[src/rtl/core/assert_macros.svh]
// assertion macros shared by the rtl that checks itself
// no dependencies; included by the top level
`ifndef ASSERT_MACROS_SVH
`define ASSERT_MACROS_SVH

// antecedent holds this cycle, consequent holds the same cycle
`define ASSERT_IMPLIES(label, clk, rst, ante, cons, msg) \
  label: assert property (@(posedge clk) disable iff (rst) (ante) |-> (cons)) \
    else $error(msg);

// expression never true outside reset
`define ASSERT_NEVER(label, clk, rst, expr, msg) \
  label: assert property (@(posedge clk) disable iff (rst) !(expr)) \
    else $error(msg);

`endif

[src/rtl/core/cs0u_pkg.sv]
// shared types and constants for the cs0 to utf-8 encoder
// no dependencies; used by cs0u_front, cs0u_serial and the top level
package cs0u_pkg;

  localparam logic [7:0] CODE_NARROW = 8'd8;
  localparam logic [7:0] CODE_WIDE   = 8'd16;

  localparam logic [15:0] ONE_BYTE_MAX = 16'h0080;
  localparam logic [15:0] TWO_BYTE_MAX = 16'h0800;
  localparam logic [7:0]  LEAD2        = 8'hc0;
  localparam logic [7:0]  LEAD3        = 8'he0;
  localparam logic [7:0]  CONT         = 8'h80;
  localparam logic [8:0]  LEN_MAX      = 9'd511;

  // one result word of a run
  typedef struct packed {
    logic [7:0] data;
    logic       data_valid;
    logic [8:0] len;
  } slot_t;

  // all results caused by one input word
  typedef struct packed {
    slot_t [2:0] slot;
    logic [1:0]  count;
    logic        name_last;
    logic        bad;
  } run_t;

endpackage

[src/rtl/core/cs0u_front.sv]
// input register, name state (mode, pairing, count) and run builder
// depends on cs0u_pkg
module cs0u_front #(
  parameter int NAME_LIMIT = 256
) (
  input  logic              clk,
  input  logic              rst,
  input  logic              in_valid,
  output logic              in_stall,
  input  logic [7:0]        in_byte,
  input  logic [7:0]        compression_code,
  input  logic              first_of_name,
  input  logic              last_of_name,
  input  logic              empty_name,
  output logic              rec_valid,
  input  logic              rec_stall,
  output cs0u_pkg::run_t    rec
);
  import cs0u_pkg::*;

  localparam int CW = $clog2(NAME_LIMIT + 1);
  localparam int SW = (CW + 2 > 10) ? CW + 2 : 10;

  // input register
  logic       s0_valid;
  logic [7:0] s0_byte;
  logic [7:0] s0_code;
  logic       s0_first;
  logic       s0_last;
  logic       s0_empty;

  // name state
  logic [7:0]    held_high_byte, held_high_byte_next;
  logic          have_high_byte, have_high_byte_next;
  logic          wide_mode, wide_mode_next;
  logic          code_error, code_error_next;
  logic [CW-1:0] output_count, output_count_next;

  logic s0_adv;
  logic in_take;

  function automatic logic [8:0] sat_len(input logic [SW-1:0] v);
    sat_len = (v > SW'(LEN_MAX)) ? LEN_MAX : v[8:0];
  endfunction

  always_comb begin
    logic          mode;
    logic          err;
    logic [CW-1:0] cnt;
    logic          have;
    logic [7:0]    held;
    logic          hc;
    logic [15:0]   c;
    logic [1:0]    n_enc;
    logic          emit;
    run_t          r;

    mode = s0_first ? (s0_code == CODE_WIDE) : wide_mode;
    err  = s0_first ? (s0_code != CODE_NARROW && s0_code != CODE_WIDE) : code_error;
    cnt  = s0_first ? '0 : output_count;
    have = s0_first ? 1'b0 : have_high_byte;
    held = s0_first ? 8'd0 : held_high_byte;
    hc   = 1'b0;
    c    = 16'd0;
    r    = '0;

    held_high_byte_next = held;
    have_high_byte_next = have;

    if (!err) begin
      if (!mode) begin
        c  = {8'd0, s0_byte};
        hc = 1'b1;
      end else if (have) begin
        c  = {held, s0_byte};
        hc = 1'b1;
        have_high_byte_next = 1'b0;
      end else if (s0_last) begin
        c  = {s0_byte, 8'd0};
        hc = 1'b1;
      end else begin
        held_high_byte_next = s0_byte;
        have_high_byte_next = 1'b1;
      end
    end

    if (c < ONE_BYTE_MAX) begin
      n_enc = 2'd1;
    end else if (c < TWO_BYTE_MAX) begin
      n_enc = 2'd2;
    end else begin
      n_enc = 2'd3;
    end

    emit = hc && (cnt <= CW'(NAME_LIMIT - 3));

    r.name_last = s0_last;
    r.bad       = err;
    output_count_next = cnt;

    if (emit) begin
      r.count = n_enc;
      output_count_next = CW'(cnt + CW'(n_enc));
      case (n_enc)
        2'd1: begin
          r.slot[0].data = c[7:0];
        end
        2'd2: begin
          r.slot[0].data = LEAD2 | {3'd0, c[10:6]};
          r.slot[1].data = CONT | {2'd0, c[5:0]};
        end
        default: begin
          r.slot[0].data = LEAD3 | {4'd0, c[15:12]};
          r.slot[1].data = CONT | {2'd0, c[11:6]};
          r.slot[2].data = CONT | {2'd0, c[5:0]};
        end
      endcase
      for (int k = 0; k < 3; k++) begin
        r.slot[k].data_valid = 1'b1;
        r.slot[k].len = sat_len(SW'(cnt) + SW'(k + 1));
      end
    end else if (s0_last) begin
      // bare word closes the name
      r.count = 2'd1;
      r.slot[0].len = err ? 9'd0 : sat_len(SW'(cnt));
    end else begin
      r.count = 2'd0;
    end

    wide_mode_next  = mode;
    code_error_next = err;
    if (s0_last) begin
      output_count_next   = '0;
      have_high_byte_next = 1'b0;
      held_high_byte_next = 8'd0;
    end

    if (s0_empty) begin
      r = '0;
      r.count     = 2'd1;
      r.name_last = 1'b1;
      wide_mode_next      = 1'b0;
      code_error_next     = 1'b0;
      output_count_next   = '0;
      have_high_byte_next = 1'b0;
      held_high_byte_next = 8'd0;
    end

    rec = r;
  end

  assign rec_valid = s0_valid && (rec.count != 2'd0);
  assign s0_adv    = s0_valid && ((rec.count == 2'd0) || !rec_stall);
  assign in_stall  = s0_valid && !s0_adv;
  assign in_take   = in_valid && !in_stall;

  always_ff @(posedge clk) begin
    if (rst) begin
      s0_valid       <= 1'b0;
      held_high_byte <= 8'd0;
      have_high_byte <= 1'b0;
      wide_mode      <= 1'b0;
      code_error     <= 1'b0;
      output_count   <= '0;
    end else begin
      if (in_take) begin
        s0_valid <= 1'b1;
      end else if (s0_adv) begin
        s0_valid <= 1'b0;
      end
      if (s0_adv) begin
        held_high_byte <= held_high_byte_next;
        have_high_byte <= have_high_byte_next;
        wide_mode      <= wide_mode_next;
        code_error     <= code_error_next;
        output_count   <= output_count_next;
      end
    end
  end

  always_ff @(posedge clk) begin
    if (in_take) begin
      s0_byte  <= in_byte;
      s0_code  <= compression_code;
      s0_first <= first_of_name;
      s0_last  <= last_of_name;
      s0_empty <= empty_name;
    end
  end

endmodule

[src/rtl/core/cs0u_serial.sv]
// run register and output register, one utf-8 word per cycle while the output is not stalled
// depends on cs0u_pkg
module cs0u_serial (
  input  logic           clk,
  input  logic           rst,
  input  logic           rec_valid,
  output logic           rec_stall,
  input  cs0u_pkg::run_t rec,
  output logic           out_valid,
  input  logic           out_stall,
  output logic [7:0]     out_byte,
  output logic           byte_valid,
  output logic           last_of_run,
  output logic           name_done,
  output logic [8:0]     name_length,
  output logic           bad_code
);
  import cs0u_pkg::*;

  logic       run_valid;
  run_t       run;
  logic [1:0] idx;
  logic       move;
  logic       run_end;
  slot_t      cur;

  assign cur       = run.slot[idx];
  assign move      = run_valid && (!out_valid || !out_stall);
  assign run_end   = move && (idx == run.count - 2'd1);
  assign rec_stall = run_valid && !run_end;

  always_ff @(posedge clk) begin
    if (rst) begin
      run_valid <= 1'b0;
      idx       <= 2'd0;
      out_valid <= 1'b0;
    end else begin
      if (rec_valid && !rec_stall) begin
        run_valid <= 1'b1;
        idx       <= 2'd0;
      end else if (run_end) begin
        run_valid <= 1'b0;
      end else if (move) begin
        idx <= idx + 2'd1;
      end
      if (move) begin
        out_valid <= 1'b1;
      end else if (!out_stall) begin
        out_valid <= 1'b0;
      end
    end
  end

  always_ff @(posedge clk) begin
    if (rec_valid && !rec_stall) begin
      run <= rec;
    end
    if (move) begin
      out_byte    <= cur.data;
      byte_valid  <= cur.data_valid;
      last_of_run <= run_end;
      name_done   <= run_end && run.name_last;
      name_length <= cur.len;
      bad_code    <= run.bad;
    end
  end

endmodule

[src/rtl/core/cs0_to_utf8_encoder.sv]
// cs0 to utf-8 encoder: an accepted input word passes the input and run registers
// before its first result word is on the output register; a new input word can be
// taken every cycle while the one ahead gives at most one word and the output is
// not stalled; each input word gives zero to three result words, one per cycle
// unless stalled (a held high byte or a non-last unknown-code word gives none)
// reset: synchronous, clears the input, run and output valids, mode, error flag, pairing and count
`include "assert_macros.svh"

module cs0_to_utf8_encoder #(
  parameter int NAME_LIMIT = 256
) (
  input  logic       clk,
  input  logic       rst,
  input  logic       in_valid,
  output logic       in_stall,
  input  logic [7:0] in_byte,
  input  logic [7:0] compression_code,
  input  logic       first_of_name,
  input  logic       last_of_name,
  input  logic       empty_name,
  output logic       out_valid,
  input  logic       out_stall,
  output logic [7:0] out_byte,
  output logic       byte_valid,
  output logic       last_of_run,
  output logic       name_done,
  output logic [8:0] name_length,
  output logic       bad_code
);
  import cs0u_pkg::*;

  // run record handed from the name-state stage to the serializer
  logic rec_valid;
  logic rec_stall;
  run_t rec;

  // input register, pairing of wide characters, utf-8 expansion, limit check
  cs0u_front #(
    .NAME_LIMIT (NAME_LIMIT)
  ) u_front (
    .clk              (clk),
    .rst              (rst),
    .in_valid         (in_valid),
    .in_stall         (in_stall),
    .in_byte          (in_byte),
    .compression_code (compression_code),
    .first_of_name    (first_of_name),
    .last_of_name     (last_of_name),
    .empty_name       (empty_name),
    .rec_valid        (rec_valid),
    .rec_stall        (rec_stall),
    .rec              (rec)
  );

  // holds one run and plays it out a word at a time
  cs0u_serial u_serial (
    .clk         (clk),
    .rst         (rst),
    .rec_valid   (rec_valid),
    .rec_stall   (rec_stall),
    .rec         (rec),
    .out_valid   (out_valid),
    .out_stall   (out_stall),
    .out_byte    (out_byte),
    .byte_valid  (byte_valid),
    .last_of_run (last_of_run),
    .name_done   (name_done),
    .name_length (name_length),
    .bad_code    (bad_code)
  );

  // a bare word only ever closes a name
  `ASSERT_IMPLIES(a_bare_closes, clk, rst, out_valid && !byte_valid,
                  last_of_run && name_done, "bare word not closing name")
  // the end of a name is always the end of a run
  `ASSERT_IMPLIES(a_done_ends_run, clk, rst, out_valid && name_done, last_of_run,
                  "name done mid run")
  // an unknown code never lets data through
  `ASSERT_NEVER(a_bad_no_data, clk, rst, out_valid && byte_valid && bad_code,
                "data word with bad code")
  // every data word counts itself
  `ASSERT_IMPLIES(a_len_counts, clk, rst, out_valid && byte_valid, name_length != 9'd0,
                  "data word with zero length")

endmodule
[config.mk]
export PLATFORM = sky130hd
export DESIGN_NAME = cs0_to_utf8_encoder
export DESIGN_NICKNAME = d
export VERILOG_FILES = /design/src/rtl/core/cs0u_pkg.sv /design/src/rtl/core/cs0u_front.sv /design/src/rtl/core/cs0u_serial.sv /design/src/rtl/core/cs0_to_utf8_encoder.sv
export VERILOG_INCLUDE_DIRS = /design/src /design/src/rtl/core
export SDC_FILE = /design/constraint.sdc
export NUM_CORES = 1
export LEC_CHECK = 0
export BUFFER_PORTS_ARGS = -buffer_cell sky130_fd_sc_hd__buf_2
export CELL_PAD_IN_SITES_DETAIL_PLACEMENT = 1
export CELL_PAD_IN_SITES_GLOBAL_PLACEMENT = 2
export CORE_MARGIN = 8
export CORE_UTILIZATION = 40
export CTS_BUF_LIST = sky130_fd_sc_hd__clkbuf_8
export CTS_CLUSTER_SIZE = 14
export DETAILED_ROUTE_END_ITERATION = 8
export HOLD_SLACK_MARGIN = 0.1
export PLACE_DENSITY = 0.82
export SYNTH_ARGS = -nofsm -noshare
export SYNTH_HDL_FRONTEND = slang
export SYNTH_SLANG_ARGS = --single-unit
export TNS_END_PERCENT = 5
[constraint.sdc]
create_clock -name clk -period 6.8 [get_ports clk]
set_input_delay 0.34 -clock clk [delete_from_list [all_inputs] [get_ports clk]]
set_output_delay 0.34 -clock clk [all_outputs]
set_load 0.02 [all_outputs]
==> impl_results.md <==
- Slew Viols, Final: 0
- CTS Buf Count: 17
- GP Congestion: 0.908
- Die W: 141 um
- Synth warnings: 0
- Syn nets: ~640
- Port Buffers: 45
- CP startpoint kind: flop
- Max-Cap Viols: 0
- Layout cell share with drive strength beyond 1: 0.155
- Post-synthesis cell type count: 74
- Initial antenna violation count: 0
- Hold crit path type: in -> reg
- Share of synthesized flip-flops with an asynchronous set or reset: 0
- DRC errors left: 0
- Starting DRC count in detailed routing: 418
- Inst Count DP: roughly 840
- Final hold violation count: 0
- Most area-consuming cells after synthesis: edfxtp_1 45%, dfxtp_1 7.9%, o21ai_0 3.6%
- Clock Power Share: 0.413
- Metal2 WL: roughly 8000 um
- EDFF count, synth: 94
- Placed wire-length estimate: about 13000 um
- Area grow syn2layout: 16.2%
- Gr usage total: 0.185
- CP Class: reg -> reg
- Sw Share: 0.255
- Pre-CTS WS: 2200 ps
- Worst Skew: 12.2 ps
- RSZ-0062 raised after global routing: no
- Commonest cells in the netlist: 94 x edfxtp_1, 59 x nand2_1, 51 x nor2_1
- Crit path time final: around 4700 ps
- Seq/Total Area, Yosys: 0.528
- Flops & latches, synth: 119
- Initial Util: 0.402
- ANT nets after route: 0
- WL met3: 826 um
- Critical Path AT: 4770 ps
- First-pass GRT wire length: 29000 um
- First-pass iteration count of the detailed router: 5
- IO Pins: 46
- Max VDD drop: 0.140 mV
- Final period util: 0.685
- Post-synth top flop: edfxtp_1
- Req. time, crit path: 6910 ps
- Final Cell Area: 0.00732 mm^2
- Max Buffers Root-to-Sink: 2
- Mapped cell area: 0.00630 mm^2
- Clock transition at the registers of the reported paths: 70 ps
- Worst-skew pair later-pin latency: 450 ps
- Met1 WL: approximately 8500 um
- Pleak: 2.47 nW
- Setup WS post-layout: 2140 ps
- Largest net degree at the start of global routing: 29
- Placed cell areas: 0.00671 mm^2
- Row count: 46
- Total number of clock tree sinks: 119
- Status: finished, final reports clean
- Setup Viol. Count Final: 0
- Slew @ Worst Pin: 1250 ps
- Vias per cell: 5.76
- Top sig layer: met4
- Reg power frac: 0.505
- Core area: 0.0157 mm^2
- Final Routed Wirelength: 17900 um
- Internal power: 1.24 mW
- Wirelength per Cell: 20.0 um
- Most common cell in the netlist: edfxtp_1
- Peak Freq: 215 MHz
- P_sw: 0.424 mW
- Yosys top cell area share: 0.448
- PwrDens: about 230 mW/mm^2
- Final net count: around 700
- Design Power: roughly 1.7 mW
- Syn Area/Cell: between 10 and 15 um^2
- Crit end category: flop
- Die height: 141 um
- H-Tree Depth: 4
- Min Hold Slack: between 150 and 200 ps
- Final core utilization: 0.468
- Logic gate share of total power: 0.082
- Slew margin rel.: 0.161
- Post-Layout Cell Count: around 890
- Vias in the first global route: 5252
- Clk Tree Root Cell: clkbuf_8
- TNS Setup: 0 ps
- Die ar.: 0.0200 mm^2
- Crit Path Max Fanout: 28
- Antenna fix cells: 0
- CTS tree: yes
- Top cell type by total area after synthesis: edfxtp_1
- Routed vias: 5145
- Remaining global-route overflow: 0
- Cell count after synthesis: 610
[final cells by class]
type / instances / area [um^2]
Clock buffer: 18 / 248
Clock inverter: 14 / 176
Fill cell: 1759 / 8340
Inverter: 23 / 86.3
Multi-Input combinational cell: 436 / 2770
Sequential cell: 119 / 3320
Tap cell: 216 / 270
Timing Repair Buffer: 68 / 445
[timing repair]
item / in CTS / in global routing
resized for setup: 0 / 0
hold endpoints to repair: 19 / 0
setup buffers: 0 / 0
hold buffers: 19 / 0
[power by group through the flow]
stage	clock [mW]	combinational, mW	sequential (mW)
floorplan	0	0.0767	0.859
global placement	0	0.122	0.854
detailed placement	0	0.127	0.857
CTS	0.699	0.136	0.840
global route	0.726	0.151	0.843
finish	0.686	0.136	0.840
[placed cells by master (no fill, tap or decap), types with 4 or more instances in the layout]
cell / n
xnor2_1: 12
dlygate4sd3_1: 19
a21boi_0: 4
nor2b_1: 8
inv_1: 20
a22oi_1: 4
o21ai_0: 45
nor2_1: 50
o31a_1: 4
a31oi_1: 13
mux2i_1: 21
nand3_1: 20
nor3_1: 10
buf_4: 4
edfxtp_1: 94
a211oi_1: 4
nor4_1: 5
clkbuf_8: 18
clkinv_4: 6
a21oi_1: 42
a32oi_1: 6
dfxtp_1: 25
or3_1: 5
mux2_2: 4
or4_1: 5
buf_2: 45
nand2_1: 59
and3_1: 13
o22ai_1: 4
ha_1: 10
nand2b_1: 11
nand4_1: 8
[layer usage]
metal | vias to the layer above | GRT usage
li1 | 2421 | -
met1 | 2559 | 0.252
met2 | 135 | 0.284
met3 | 30 | 0.0363
met4 | 0 | 0.0724
met5 | - | 0
[path summary, 6_finish.rpt]
path         slack (ps)              from                 end  cells past startpoint
min reg2reg         440   u_serial.run[0]   u_serial.bad_code                      0
max reg2reg        2140  u_front.s0_first    u_serial.run[28]                     12
min                 170         out_stall  u_serial.out_valid                      3
max                2140  u_front.s0_first    u_serial.run[28]                     12
[critical path: stages, from the launching register on]
cell and delay [ps]:
edfxtp_1 330, buf_4 260, inv_1 280, nand2_1 340, inv_1 220, ha_1 340
a21oi_1 280, nor4_2 140, a21bo_2 220, o21ai_0 600, nand2_1 230, nor2_4 610
buf_4 460
[state kept, by name, indices dropped and copies added, names as in the netlist, 2 cells and up]
register	count
u_front.held_high_byte	8
u_front.output_count	9
u_front.s0_byte	8
u_front.s0_code	8
u_serial.idx	2
u_serial.name_length	9
u_serial.out_byte	8
u_serial.run	54
[kinds of logic (layout without fill, tap and decap cells)]
family	count (synthesis)	count (layout)	share of synthesized area
flops	119	119	0.528
compound gates	167	167	0.175
xor+xnor	15	15	0.0209
buf+inv	55	123	0.0350
simple gates	218	218	0.178
mux	25	25	0.0405
fa+ha+maj	11	11	0.0230
Power figures use the tool's default switching activity.
